[config.mk]
export PLATFORM = sky130hd
export DESIGN_NAME = sti_queue
export DESIGN_NICKNAME = d
export VERILOG_FILES = /design/src/rtl/core/sti_pkg.sv /design/src/rtl/core/sti_queue.sv
export SDC_FILE = /design/constraint.sdc
export NUM_CORES = 2
export LEC_CHECK = 0
export BUFFER_PORTS_ARGS = -buffer_cell sky130_fd_sc_hd__buf_2
export CAP_MARGIN = 40
export CELL_PAD_IN_SITES_DETAIL_PLACEMENT = 0
export CELL_PAD_IN_SITES_GLOBAL_PLACEMENT = 1
export CORE_AREA = 8 8 613 615
export CTS_CLUSTER_SIZE = 24
export DETAILED_ROUTE_END_ITERATION = 16
export DIE_AREA = 0 0 621 623
export GPL_ROUTABILITY_DRIVEN = 0
export PLACE_DENSITY = 0.59
export SLEW_MARGIN = 25
export SYNTH_ARGS = -nofsm -noshare
export SYNTH_HDL_FRONTEND = slang
export SYNTH_SLANG_ARGS = --single-unit
[constraint.sdc]
create_clock -name i_clk -period 59.7 [get_ports i_clk]
set_clock_uncertainty 0.1 [all_clocks]
set_input_delay 2.985 -clock i_clk [delete_from_list [all_inputs] [get_ports i_clk]]
set_output_delay 2.985 -clock i_clk [all_outputs]
set_load 0.01 [all_outputs]
[src/rtl/core/sti_pkg.sv]
// ----------------------------------------------------------------------------
// sti_pkg
// widths, types and register indexes of the segment / triangle tester
// ----------------------------------------------------------------------------
`default_nettype none

package sti_pkg;

    localparam int CW     = 32;            // coordinate width
    localparam int FB     = 16;            // fraction bits
    localparam int QW     = FB + 1;        // quotient width
    localparam int DW     = CW + 1;        // coordinate difference
    localparam int PW     = 2 * DW;        // product of two differences
    localparam int NW     = PW + 1;        // cross product component
    localparam int SPLIT  = DW + 1;        // low slice of a cross component
    localparam int PLW    = DW + SPLIT + 1;
    localparam int PHW    = DW + NW - SPLIT;
    localparam int PRW    = DW + NW;       // full dot term
    localparam int SW     = PRW + 2;       // dot product
    localparam int NSTEP  = QW;            // divider steps
    localparam int HPW    = CW + QW + 1;   // vertex times weight
    localparam int HSW    = HPW + 2;       // weighted vertex sum
    localparam int QDEPTH = 4;
    localparam int QAW    = $clog2(QDEPTH);
    localparam int NREG   = 6;
    localparam int CFG_IW = 3;

    localparam int IN_TW  = 9 * CW;
    localparam int OUT_FW = 1 + 4 * QW + 3 * CW;
    localparam int OUT_TW = ((OUT_FW + 7) / 8) * 8;

    localparam logic [CFG_IW-1:0] REG_START_X = CFG_IW'(0);
    localparam logic [CFG_IW-1:0] REG_START_Y = CFG_IW'(1);
    localparam logic [CFG_IW-1:0] REG_START_Z = CFG_IW'(2);
    localparam logic [CFG_IW-1:0] REG_END_X   = CFG_IW'(3);
    localparam logic [CFG_IW-1:0] REG_END_Y   = CFG_IW'(4);
    localparam logic [CFG_IW-1:0] REG_END_Z   = CFG_IW'(5);

    typedef logic [8:0][CW-1:0] t_vtx;     // vertex j axis k at j*3+k
    typedef logic [2:0][CW-1:0] t_point;

    // classified triangle, front to back
    typedef struct packed {
        logic                 hit;
        logic [SW-1:0]        d;
        logic [3:0][SW-1:0]   num;         // t, u, v, w numerators
        t_vtx                 vtx;
    } t_cls;

    typedef struct packed {
        logic                 hit;
        logic [3:0][QW-1:0]   frac;        // t, u, v, w
        t_point               pt;
    } t_res;

endpackage

`default_nettype wire

[src/rtl/core/sti_queue.sv]
// ----------------------------------------------------------------------------
// sti_queue
// short fifo between the classifier and the divider pipeline
// ----------------------------------------------------------------------------
`default_nettype none

module sti_queue import sti_pkg::*; (
    input  logic i_clk,
    input  logic i_rst_n,
    input  logic i_push,
    input  t_cls i_data,
    output logic o_full,
    input  logic i_pop,
    output logic o_valid,
    output t_cls o_head
);

    t_cls             r_mem [QDEPTH];
    logic [QAW-1:0]   r_wp;
    logic [QAW-1:0]   r_rp;
    logic [QAW:0]     r_cnt;

    assign o_full  = (r_cnt == (QAW+1)'(QDEPTH));
    assign o_valid = (r_cnt != '0);
    assign o_head  = r_mem[r_rp];

    always_ff @(posedge i_clk) begin
        if (!i_rst_n) begin
            r_wp  <= '0;
            r_rp  <= '0;
            r_cnt <= '0;
        end else begin
            if (i_push) r_wp <= r_wp + 1'b1;
            if (i_pop)  r_rp <= r_rp + 1'b1;
            if (i_push && !i_pop)      r_cnt <= r_cnt + 1'b1;
            else if (!i_push && i_pop) r_cnt <= r_cnt - 1'b1;
        end
    end

    always_ff @(posedge i_clk) begin
        if (i_push) r_mem[r_wp] <= i_data;
    end

endmodule

`default_nettype wire

==> flow_summary_export.csv <==
group,metric,value,unit
outcome,status,"finished clean",
floorplan,initial_utilization,31.5,%
timing,worst_pin_slew,1.02,ns
detailed_routing,drt_iter0_drc,4651,
timing,fin_crit_sh,14.9,%
clock_network,cts_buffers,348,
timing,max_freq,112,MHz
final_layout,areaGrowthSynthToFinish,22.9,%
worst_hold_path,hp-start,"r_cnt[2]",
synth,seq_area_frac_synth,83.3,%
clock_network,cts_tree,"done",
floorplan,design.die.area,0.387,mm2
critical_path,worstSetupEndpointType,"output port",
timing,final_max_slew_viol_count,0,
critical_path,crit_type,"flop to output port",
global_route,grt_pass1_vias,57000,
global_route,grt_usage,17.0,%
timing,whs,0.432,ns
timing,grt_setup_unrepaired,"no",
global_route,grt_max_degree,135,
floorplan,pin_count,1604,
floorplan,die_w,621,um
final_layout,nets,6928,
clock_network,cts_root_buf,"clkbuf_16",
timing,hold_viol,0,
floorplan,coreArea,0.367,mm2
critical_path,r2r_slack,54.52,ns
final_layout,fillCellCount,32900,
timing,slew_headroom,31.8,%
detailed_routing,vias,55200,
timing,fin_setup_tns,0,ns
detailed_routing,drc,0,
place,placement.io_buffers,1603,
job,maxCapViolations,0,
critical_path,startpoint_type,"flop",
clock_network,htree_levels,5,
global_route,grt_pass1_wl,468000,um
place,place_ws,51.35,ns
clock_network,postCtsSetupBuffers,0,
clock_network,clk_latency,0.90,ns
power,power_leakage,0.0467,uW
synth,synth.lib_cells_used.distinct,21,
clock_network,clk_path_buf_depth,4,
floorplan,num_rows,223,
synth,syn_area_per_cell,27.4,um2
power,peakVddDrop,0.0224,mV
worst_hold_path,hold_class,"flop to flop",
final_layout,drive_above_1_share,47.1,%
detailed_routing,firstDrtPassIters,7,
timing,setup_violations,0,
final_layout,seqCellArea,0.0962,mm2
synth,synth-seq-cells,3205,
clock_network,path_clk_slew,0.06,ns
critical_path,rr_startpoint,"r_wp[1]",
detailed_routing,wirelength,342000,um
floorplan,fp.dieH,623,um
power,power_density,37.0,mW/mm2
synth,ys_warn_count,0,
timing,fin_crit,8.92,ns
clock_network,clock-sinks,3205,
final_layout,multi_input_area,0.0183,mm2
final_layout,final_core_util,38.7,%
timing,finalWorstSetupSlack,50.78,ns
critical_path,arrival,5.83,ns
synth,synthCells,4216,
clock_network,cts_hold_buffers,0,
synth,syn-num-nets,5025,
clock_network,ctsResizeCount,0,
global_route,overflow,0,
detailed_routing,wl_per_cell,30.2,um
synth,netlist_area,0.115,mm2
global_route,antenna_found_initial,308,
detailed_routing,drt-vias-per-instance,4.87,
detailed_routing,final_antenna_net_count,0,
critical_path,required,56.62,ns
place,place_hpwl,245000,um
critical_path,path_max_fanout,47,
[worst paths after layout]
check	to	cells past startpoint
setup / recovery	o_head[795]	11
setup reg to reg	r_mem[0][757]	10
hold reg to reg	r_cnt[2]	2
hold / removal	r_cnt[2]	2
[placed cells by master, fill, tap and decap left out, types with 2 or more instances in the layout]
master      count
clkinv_16      14
buf_4          74
clkinv_2       61
buf_16         36
buf_12         18
dfxtp_4         2
buf_2        1603
clkbuf_1       74
and2_1          5
clkbuf_16     349
xnor2_1         2
inv_6           7
inv_16          4
ha_1            5
mux4_2        799
nor2b_1         2
or3_1           2
dfxtp_1         7
clkinv_1       75
xor2_1          3
inv_8           2
clkinv_8        5
bufinv_16      29
mux2i_1         2
inv_1           4
clkinvlp_4      5
clkinv_4        2
diode_2       104
and2_4          4
edfxtp_1     3196
[cell usage after synthesis]
cell / n / area, um2
nand2_1: 1 / 3.75
edfxtp_1: 3196 / 96000
clkbuf_1: 13 / 48.8
dfxtp_1: 9 / 180
buf_1: 46 / 173
nor2b_1: 2 / 12.5
ha_1: 5 / 62.6
a21boi_0: 1 / 7.51
nor3b_1: 1 / 7.51
buf_2: 84 / 420
buf_6: 23 / 259
and2_1: 9 / 56.3
inv_1: 4 / 15.0
o21ai_0: 1 / 5.00
fa_1: 1 / 20.0
or3_1: 2 / 12.5
mux2i_1: 2 / 20.0
xnor2_1: 2 / 17.5
xor2_1: 3 / 26.3
mux4_2: 799 / 18000
buf_4: 12 / 90.1
[critical path, cell delays in order, from the launching register on]
cell and delay [ns]:
dfxtp_4 0.58, buf_12 0.28, buf_4 0.35, buf_16 0.28, buf_4 0.56, buf_4 0.31
buf_16 0.29, buf_4 0.65, buf_4 0.58, buf_12 0.30, mux4_2 0.36, buf_2 0.17
[power breakdown]
group	switching, uW	internal (uW)	total [uW]
Clock	884	1210	2090
Combinational	325	215	540
Sequential	20.9	2590	2610
[per-stage QoR]
step	cells	area, um2	total power, uW
6_report	11300	142000	5240
5_1_grt	11300	142000	5420
4_1_cts	11200	141000	5310
3_5_place_dp	10600	130000	3210
3_3_place_gp	10600	129000	3190
2_1_floorplan	4216	115000	3010
[cell type report]
cell class	count	area share, %
multi-input combinational	829	12.9
inverter	4	0.0106
clock inverter	204	1.54
clock buffer	423	6.35
sequential	3205	67.8
timing repair buffer	1731	7.00
antenna	104	0.183
tap	4837	4.27
[kinds of logic after synthesis]
| group | after synthesis | share of synthesized area (%) |
|---|---|---|
| AOI/OAI and AO/OA | 2 | 0.0108 |
| xor gates and xnor gates | 5 | 0.0380 |
| adders and majority gates | 6 | 0.0716 |
| buffers and inverters | 182 | 0.872 |
| DFF | 3205 | 83.3 |
| muxes | 801 | 15.6 |
| and+or+nand+nor | 15 | 0.0802 |
[registers in the layout, indices dropped and copies added, names as in the netlist, named ones only]
name,count
r_wp,2
r_mem,3196
r_cnt,3
r_rp,2
[routing by layer]
metal  vias to the layer above  part of all wire [%]  track usage [%]  routed length (um)
li1                      22500                     -                -                   -
met1                     29500                    37             19.9              128000
met2                      2292                    51             29.1              173000
met3                       858                   8.3             5.86               28500
met4                       116                   3.6             5.87               12300
met5                         -                  0.22                0                 761
(Power assumes the default switching activity.)
